**config.mk**
```make
export PLATFORM = sky130hd
export DESIGN_NAME = idle_per_size_maintenance_trigger
export DESIGN_NICKNAME = d
export VERILOG_FILES = /design/src/rtl/core/ipsmt_pkg.sv /design/src/rtl/core/idle_per_size_maintenance_trigger.sv /design/src/rtl/core/ipsmt_ram.sv
export SDC_FILE = /design/constraint.sdc
export NUM_CORES = 2
export LEC_CHECK = 0
export ABC_AREA = 1
export BUFFER_PORTS_ARGS = -buffer_cell sky130_fd_sc_hd__buf_2
export CORE_ASPECT_RATIO = 1.75
export CORE_MARGIN = 5
export CORE_UTILIZATION = 60
export DETAILED_ROUTE_END_ITERATION = 7
export PLACE_DENSITY = 0.87
export SLEW_MARGIN = 20
export SYNTH_ARGS = -nofsm -noshare
export SYNTH_HDL_FRONTEND = slang
export SYNTH_SLANG_ARGS = --single-unit
```
**constraint.sdc**
```tcl
create_clock -name clk -period 8.1 [get_ports clk]
set_input_delay 1.215 -clock clk [delete_from_list [all_inputs] [get_ports clk]]
set_output_delay 1.215 -clock clk [all_outputs]
set_load 0.05 [all_outputs]
```
**src/rtl/core/ipsmt_pkg.sv**
```systemverilog
`timescale 1ns / 1ps
`default_nettype none

package ipsmt_pkg;

  localparam int ADD_W = 36;

  typedef struct packed {
    logic        first_in_sequence;
    logic        is_maintenance;
    logic [30:0] start_time;
    logic [3:0]  size_class;
    logic [15:0] duration;
  } in_beat_t;

  typedef struct packed {
    logic signed [31:0] idle_time;
    logic [30:0]        max_idle;
    logic               trigger;
    logic               action_type;
  } out_beat_t;

  typedef enum logic [2:0] {
    REG_MODE_STRICT  = 3'd0,
    REG_SIZES_IN_USE = 3'd1,
    REG_TYPE_COUNT   = 3'd2,
    REG_LOW_LIMIT_A  = 3'd3,
    REG_HIGH_LIMIT_A = 3'd4,
    REG_LOW_LIMIT_B  = 3'd5,
    REG_HIGH_LIMIT_B = 3'd6,
    REG_UNUSED       = 3'd7
  } reg_idx_t;

  typedef enum logic [2:0] {
    ST_IDLE,
    ST_GAP,
    ST_VAL,
    ST_SWEEP,
    ST_MUL,
    ST_CHK,
    ST_DONE
  } state_t;

  // saturate a wide signed sum to the signed 32-bit range
  function automatic logic signed [31:0] sat32(input logic signed [ADD_W-1:0] v);
    logic signed [ADD_W-1:0] hi_lim;
    logic signed [ADD_W-1:0] lo_lim;
    hi_lim = ADD_W'(64'sh0000_0000_7FFF_FFFF);
    lo_lim = -hi_lim - ADD_W'(1);
    if (v > hi_lim) begin
      return 32'sh7FFF_FFFF;
    end else if (v < lo_lim) begin
      return 32'sh8000_0000;
    end
    return v[31:0];
  endfunction

endpackage

`default_nettype wire

```
**src/rtl/core/idle_per_size_maintenance_trigger.sv**
```systemverilog
// Latency from input beat to result beat grows with SIZE_CLASSES and is set by the number
// of threshold types checked, plus any wait on a held result beat.
// Throughput: one item at a time; the next beat is taken once the result is registered.
// The item time is set by the sweep of one shared adder over the idle table RAM.
// Reset (rst_n low, synchronous) clears control, config and history; the idle table
// reads as zero until the first sweep has rewritten every entry.
`timescale 1ns / 1ps
`default_nettype none

module idle_per_size_maintenance_trigger #(
  parameter int SIZE_CLASSES = 16
) (
  input  wire logic                 clk,
  input  wire logic                 rst_n,
  input  wire logic                 in_valid,
  output logic                      in_stall,
  input  wire ipsmt_pkg::in_beat_t  in_data,
  output logic                      out_valid,
  input  wire logic                 out_stall,
  output ipsmt_pkg::out_beat_t      out_data,
  input  wire logic                 cfg_we,
  input  wire logic [2:0]           cfg_addr,
  input  wire logic [30:0]          cfg_data
);

  localparam int IW = (SIZE_CLASSES > 1) ? $clog2(SIZE_CLASSES) : 1;
  localparam int AW = ipsmt_pkg::ADD_W;

  ipsmt_pkg::state_t state_r, state_nxt;

  logic        mode_strict_r;
  logic [15:0] sizes_in_use_r;
  logic [1:0]  type_count_r;
  logic [30:0] low_a_r, high_a_r, low_b_r, high_b_r;

  ipsmt_pkg::in_beat_t cur_r;
  logic [IW-1:0]       cur_size_r;
  logic [30:0]         last_start_r;
  logic [IW-1:0]       last_size_r;
  logic                last_maint_r;
  logic [15:0]         last_dur_r;

  logic signed [31:0] gap_r, val_r, idle_r;
  logic [30:0]        max_r;
  logic [AW-1:0]      max10_r;
  logic [IW:0]        cnt_r;
  logic               zero_r;
  logic               t_r, trig_r, act_r;
  logic               out_valid_r;
  ipsmt_pkg::out_beat_t out_data_r;

  logic signed [AW-1:0] add_a, add_b, add_sum;
  logic                 add_sub;
  logic [IW-1:0]        idx;
  logic signed [31:0]   old_val, new_val;
  logic                 ram_we;
  logic [31:0]          ram_rdata;
  logic [30:0]          lo_sel, hi_sel;
  logic [1:0]           ntypes;
  logic                 match;
  logic                 in_mask;
  logic                 in_take;
  logic                 out_free;

  assign in_take  = in_valid && !in_stall;
  assign out_free = !out_valid_r || !out_stall;
  assign idx      = IW'(cnt_r - (IW + 1)'(1));
  assign old_val  = zero_r ? 32'sd0 : $signed(ram_rdata);
  assign add_sum  = add_sub ? (add_a - add_b) : (add_a + add_b);
  assign ntypes   = (type_count_r == 2'd3) ? 2'd2 : type_count_r;
  assign lo_sel   = t_r ? low_b_r : low_a_r;
  assign hi_sel   = t_r ? high_b_r : high_a_r;
  assign in_mask  = (32'(idx) < 16) && sizes_in_use_r[4'(idx)];

  always_comb begin
    match = (idle_r >= $signed({1'b0, lo_sel})) && (idle_r < $signed({1'b0, hi_sel}));
    if (!mode_strict_r && (max10_r >= add_sum) && (max_r < hi_sel)) begin
      match = 1'b1;
    end
  end

  always_comb begin
    if (cur_r.first_in_sequence || cur_r.is_maintenance) begin
      new_val = 32'sd0;
    end else if (last_maint_r || (idx <= last_size_r)) begin
      new_val = val_r;
    end else begin
      new_val = ipsmt_pkg::sat32(add_sum);
    end
  end

  ipsmt_ram #(
    .WIDTH(32),
    .DEPTH(SIZE_CLASSES)
  ) u_idle_ram (
    .clk  (clk),
    .we   (ram_we),
    .waddr(idx),
    .wdata(new_val),
    .raddr(cnt_r[IW-1:0]),
    .rdata(ram_rdata)
  );

  // next state
  always_comb begin
    state_nxt = state_r;
    unique case (state_r)
      ipsmt_pkg::ST_IDLE: begin
        if (in_take) state_nxt = ipsmt_pkg::ST_GAP;
      end
      ipsmt_pkg::ST_GAP:   state_nxt = ipsmt_pkg::ST_VAL;
      ipsmt_pkg::ST_VAL:   state_nxt = ipsmt_pkg::ST_SWEEP;
      ipsmt_pkg::ST_SWEEP: begin
        if (cnt_r == (IW + 1)'(SIZE_CLASSES)) state_nxt = ipsmt_pkg::ST_MUL;
      end
      ipsmt_pkg::ST_MUL: begin
        state_nxt = (ntypes == 2'd0) ? ipsmt_pkg::ST_DONE : ipsmt_pkg::ST_CHK;
      end
      ipsmt_pkg::ST_CHK: begin
        if (match || t_r || (ntypes == 2'd1)) state_nxt = ipsmt_pkg::ST_DONE;
      end
      ipsmt_pkg::ST_DONE: begin
        if (out_free) state_nxt = ipsmt_pkg::ST_IDLE;
      end
      default: state_nxt = ipsmt_pkg::ST_IDLE;
    endcase
  end

  // shared adder operands and control outputs
  always_comb begin
    add_a    = '0;
    add_b    = '0;
    add_sub  = 1'b0;
    ram_we   = 1'b0;
    in_stall = 1'b1;
    unique case (state_r)
      ipsmt_pkg::ST_IDLE: in_stall = 1'b0;
      ipsmt_pkg::ST_GAP: begin
        add_a   = AW'(cur_r.start_time);
        add_b   = AW'(last_start_r);
        add_sub = 1'b1;
      end
      ipsmt_pkg::ST_VAL: begin
        add_a   = AW'(gap_r);
        add_b   = AW'(last_dur_r);
        add_sub = 1'b1;
      end
      ipsmt_pkg::ST_SWEEP: begin
        add_a  = AW'(old_val);
        add_b  = AW'(gap_r);
        ram_we = (cnt_r != '0);
      end
      ipsmt_pkg::ST_MUL: begin
        add_a = AW'({max_r, 3'b000});
        add_b = AW'({max_r, 1'b0});
      end
      ipsmt_pkg::ST_CHK: begin
        add_a = AW'({hi_sel, 3'b000});
        add_b = AW'(hi_sel);
      end
      ipsmt_pkg::ST_DONE: ;
      default: ;
    endcase
  end

  always_ff @(posedge clk) begin
    if (!rst_n) begin
      state_r        <= ipsmt_pkg::ST_IDLE;
      mode_strict_r  <= 1'b0;
      sizes_in_use_r <= 16'hFFFF;
      type_count_r   <= 2'd1;
      low_a_r        <= '0;
      high_a_r       <= '0;
      low_b_r        <= '0;
      high_b_r       <= '0;
      last_start_r   <= '0;
      last_size_r    <= '0;
      last_maint_r   <= 1'b0;
      last_dur_r     <= '0;
      zero_r         <= 1'b1;
      out_valid_r    <= 1'b0;
      cnt_r          <= '0;
      t_r            <= 1'b0;
      trig_r         <= 1'b0;
      act_r          <= 1'b0;
    end else begin
      state_r <= state_nxt;

      if (cfg_we) begin
        unique case (ipsmt_pkg::reg_idx_t'(cfg_addr))
          ipsmt_pkg::REG_MODE_STRICT:  mode_strict_r  <= cfg_data[0];
          ipsmt_pkg::REG_SIZES_IN_USE: sizes_in_use_r <= cfg_data[15:0];
          ipsmt_pkg::REG_TYPE_COUNT:   type_count_r   <= cfg_data[1:0];
          ipsmt_pkg::REG_LOW_LIMIT_A:  low_a_r        <= cfg_data;
          ipsmt_pkg::REG_HIGH_LIMIT_A: high_a_r       <= cfg_data;
          ipsmt_pkg::REG_LOW_LIMIT_B:  low_b_r        <= cfg_data;
          ipsmt_pkg::REG_HIGH_LIMIT_B: high_b_r       <= cfg_data;
          ipsmt_pkg::REG_UNUSED:       ;
          default:                     ;
        endcase
      end

      if (out_valid_r && !out_stall && (state_r != ipsmt_pkg::ST_DONE)) begin
        out_valid_r <= 1'b0;
      end

      unique case (state_r)
        ipsmt_pkg::ST_IDLE: begin
          if (in_take) begin
            cur_r      <= in_data;
            cur_size_r <= (32'(in_data.size_class) >= SIZE_CLASSES) ?
                          IW'(SIZE_CLASSES - 1) : IW'(in_data.size_class);
          end
        end
        ipsmt_pkg::ST_GAP: gap_r <= add_sum[31:0];
        ipsmt_pkg::ST_VAL: begin
          val_r  <= ipsmt_pkg::sat32(add_sum);
          max_r  <= '0;
          idle_r <= '0;
          cnt_r  <= '0;
        end
        ipsmt_pkg::ST_SWEEP: begin
          cnt_r <= cnt_r + (IW + 1)'(1);
          if (cnt_r != '0) begin
            if (idx == cur_size_r && !cur_r.is_maintenance) idle_r <= new_val;
            if (!cur_r.is_maintenance && in_mask && (new_val > $signed({1'b0, max_r}))) begin
              max_r <= new_val[30:0];
            end
          end
          if (cnt_r == (IW + 1)'(SIZE_CLASSES)) zero_r <= 1'b0;
        end
        ipsmt_pkg::ST_MUL: begin
          max10_r      <= add_sum;
          t_r          <= 1'b0;
          trig_r       <= 1'b0;
          act_r        <= 1'b0;
          last_start_r <= cur_r.start_time;
          last_size_r  <= cur_size_r;
          last_maint_r <= cur_r.is_maintenance;
          last_dur_r   <= cur_r.duration;
        end
        ipsmt_pkg::ST_CHK: begin
          if (match) begin
            trig_r <= 1'b1;
            act_r  <= t_r;
          end
          t_r <= 1'b1;
        end
        ipsmt_pkg::ST_DONE: begin
          if (out_free) begin
            out_valid_r            <= 1'b1;
            out_data_r.idle_time   <= idle_r;
            out_data_r.max_idle    <= max_r;
            out_data_r.trigger     <= trig_r;
            out_data_r.action_type <= act_r;
          end
        end
        default: ;
      endcase
    end
  end

  assign out_valid = out_valid_r;
  assign out_data  = out_data_r;

endmodule

`default_nettype wire

```
**src/rtl/core/ipsmt_ram.sv**
```systemverilog
`timescale 1ns / 1ps
`default_nettype none

module ipsmt_ram #(
  parameter int WIDTH = 32,
  parameter int DEPTH = 16
) (
  input  wire logic                                    clk,
  input  wire logic                                    we,
  input  wire logic [((DEPTH > 1) ? $clog2(DEPTH) : 1)-1:0] waddr,
  input  wire logic [WIDTH-1:0]                        wdata,
  input  wire logic [((DEPTH > 1) ? $clog2(DEPTH) : 1)-1:0] raddr,
  output logic      [WIDTH-1:0]                        rdata
);

  logic [WIDTH-1:0] mem [DEPTH];

  always_ff @(posedge clk) begin
    if (we) begin
      mem[waddr] <= wdata;
    end
    rdata <= mem[raddr];
  end

endmodule

`default_nettype wire
```
==> flow_metrics.py <==
metrics = {
    "run_status": {
        "status": "finished, violations left",
        "violations": "DRC",
    },
    "sta": {
        "final.setup_skew_ns": 0.0331,
        "slew_viol_final": 0,
        "worst_pin_slew_ns": 1.19,
        "setup_slack_ns": 0.404,
        "finalSetupViolations": 0,
        "whs_ns": 0.451,
        "hold_viol": 0,
        "slew_headroom": 0.204,
        "fmax_mhz": 130,
        "finalCriticalPeriod_ns": 7.70,
        "period_share": 0.950,
    },
    "die": {
        "die_y_um": 381,
        "die_area_um2": 84600,
        "io_pins": 159,
        "die_w_um": 222,
        "initial_core_util": 0.603,
        "rows": 136,
        "coreArea_um2": 78300,
    },
    "route": {
        "dr.pass1.iters": 8,
        "wire_per_inst_um": 26.6,
        "routed_wl_um": 160000,
        "drt_drc_violations_left": 2,
        "drtIter0Drc": 5090,
        "vias": 38029,
        "vias_per_cell": 6.31,
        "ant_nets": 0,
    },
    "power_and_ir_drop": {
        "power_frac_comb": 0.519,
        "power.density_nw_per_um2": 489,
        "static-leakage-power_nw": 21.1,
        "power_frac_seq": 0.309,
        "p_sw_mw": 12.2,
        "clkPwrFrac": 0.172,
        "irDropWorstVdd_mv": 0.410,
        "p_int_mw": 13.6,
        "swShare": 0.473,
    },
    "final_layout": {
        "layout.nets": 5207,
        "layout-drive-gt1-share": 0.106,
        "area_growth_syn_to_layout_pct": 11.5,
        "utilization": 0.673,
        "fin_cells": 6024,
        "finalInstanceArea_um2": 52600,
    },
    "placement": {
        "dpl.hpwl_um": 108000,
        "dp_cells": 5843,
        "place_congestion": 1.10,
        "dp_slack_ns": 0.196,
        "postPlaceCellArea_um2": 49400,
        "portBuffers": 158,
    },
    "synth": {
        "synth_common_cells": "813 x nand2_1, 793 x edfxtp_1, 684 x nor2_1, 595 x o21ai_0, 411 x inv_1",
        "synth_warnings": 0,
        "ys_ff_latch": 1033,
        "syn_inst": 4764,
        "netlist_area_um2": 47200,
        "syn_nets": 5061,
        "async_flop_share": 0,
        "synth.avg_cell_area_um2": 9.91,
        "ys_seq_area_frac": 0.606,
        "synth_largest_area_cell": "edfxtp_1",
        "synthFlopType": "edfxtp_1",
        "synth.most_common_cell": "nand2_1",
        "synth_area_leaders": "edfxtp_1 50%, dfxtp_1 10%, nand2_1 6.5%",
        "synth-edff-count": 793,
        "synth_top_area_share": 0.504,
        "ys_types": 56,
    },
    "grt": {
        "antenna_found_initial": 6,
        "grt_pass1_vias": 37084,
        "globalRouteTotalUtil": 0.367,
        "grt_overflow_total": 0,
        "grt_pass1_wl_um": 230000,
        "grt_max_degree": 127,
    },
    "setup_path": {
        "critPathMaxFanout": 24,
        "timing.rr.end": "max_r[8]",
        "crit_required_ns": 8.51,
        "start_kind": "flip-flop",
        "max_stage_delay_ns": 0.42,
        "ff2ff_path_depth": 52,
        "crit_slowest_cell": "dfxtp_4",
        "cp.arrival_ns": 8.11,
        "critPathCaptureType": "flip-flop",
        "r2r_setup_slack_ns": 0.40,
        "criticalPathCategory": "flip-flop to flip-flop",
        "crit_path_frequent_cell": "nand2_1",
        "timing.rr.start": "t_r",
    },
    "cts": {
        "clock_latency_ns": 0.72,
        "cts.sinks": 1033,
        "postCtsHoldBufs": 0,
        "cts_tree": "done",
        "path_clk_slew_ns": 0.07,
        "cts_buffers": 89,
        "cts.path.max_buffers": 3,
        "cts_htree_levels": 3,
        "clockRootBuffer": "clkbuf_16",
    },
    "job": {
        "max_cap_viol_count": 0,
    },
    "worst_hold_path": {
        "holdCritPathClass": "flip-flop to flip-flop",
        "hold_start": "low_a_r[11]",
        "min_path_cells": 2,
        "min_to": "low_a_r[11]",
    },
}
## registers in the layout, summed over array words and instances (netlist names), 3 cells and up
register,count
idle_r,32
sizes_in_use_r,16
last_start_r,31
max_r,31
cur_r,49
high_b_r,31
last_dur_r,16
cnt_r,5
gap_r,32
val_r,32
high_a_r,31
max10_r,36
u_idle_ram.rdata,32
last_size_r,4
state_r,3
cur_size_r,4
u_idle_ram.mem,512
low_b_r,31
low_a_r,31
out_data,65
## layout make-up
class / instances / area, um2
Clock inverter: 54 / 544
Multi-Input combinational cell: 3083 / 16300
Fill cell: 5627 / 25600
Inverter: 420 / 1610
Clock buffer: 113 / 2480
Antenna cell: 3 / 7.51
Sequential cell: 1033 / 28600
Timing Repair Buffer: 283 / 1760
Tap cell: 1035 / 1290
## per-layer routing
metal / track usage / part of all wire / wire (um)
met5: 0 / 0.00017 / 27
met4: 0.326 / 0.12 / 18500
met3: 0.0728 / 0.10 / 16200
met2: 0.611 / 0.48 / 76500
met1: 0.392 / 0.30 / 48800
## cell usage in the layout, fill, tap and decap left out, types with 16 or more instances in the layout
cell type / count
nand2_1: 810
edfxtp_1: 793
nor2_1: 649
o21ai_0: 590
inv_1: 402
dfxtp_1: 235
a21oi_1: 211
ha_1: 204
buf_2: 157
o22ai_1: 131
nand4_1: 128
buf_4: 124
nand3_1: 98
clkbuf_16: 91
xor2_1: 47
nor2_4: 23
nor2_2: 20
a22oi_1: 20
clkinv_2: 16
## power by group through the flow
| stage | sequential, mW | combinational, mW | clock, mW |
|---|---|---|---|
| final | 7.97 | 13.4 | 4.43 |
| after global routing | 7.97 | 14.3 | 4.65 |
| after CTS | 7.93 | 12.4 | 4.44 |
| after detailed placement | 8.04 | 12.2 | 0 |
| after global placement | 8.04 | 12.1 | 0 |
| after floorplan | 7.83 | 7.55 | 0 |
## through the flow
stage	total power [mW]	TNS, ns
2_1_floorplan	15.4	0
3_3_place_gp	20.1	0
3_5_place_dp	20.3	0
4_1_cts	24.7	0
5_1_grt	26.9	-1.90
6_report	25.8	0
## kinds of logic after synthesis
kind of cell,synth area share
buffers and inverters,0.0546
AND/OR/NAND/NOR,0.155
AO/OA/AOI/OAI,0.118
XOR/XNOR,0.0115
flip-flops,0.606
adder cells (fa/ha/maj),0.0545
## worst max-delay path, delay by kind of cell (launching register included)
kind,cells,cell delay [ns]
simple gates,34,3.56
compound gates,7,1.50
buf+inv,8,1.09
fa+ha+maj,2,0.63
flops,1,0.42
xor+xnor,1,0.14
## what timing repair did
item / 4_1_cts / 5_1_grt
gates resized for setup: 0 / 36
buffers inserted: 0 / 8
endpoints found under the setup margin: 0 / 31
## how the worst max path moves through the flow
stage | from | to | slack (ns) | depth (start not counted)
final | t_r | max_r[8] | 0.40 | 52
after global routing | state_r[1] | max_r[13] | -0.07 | 50
after CTS | t_r | max_r[13] | 0.16 | 46
after detailed placement | t_r | max_r[6] | 0.20 | 46
after global placement | t_r | max_r[6] | 0.36 | 44
after floorplan | state_r[1] | max_r[0] | 1.47 | 51
(Power assumes the default switching activity.)
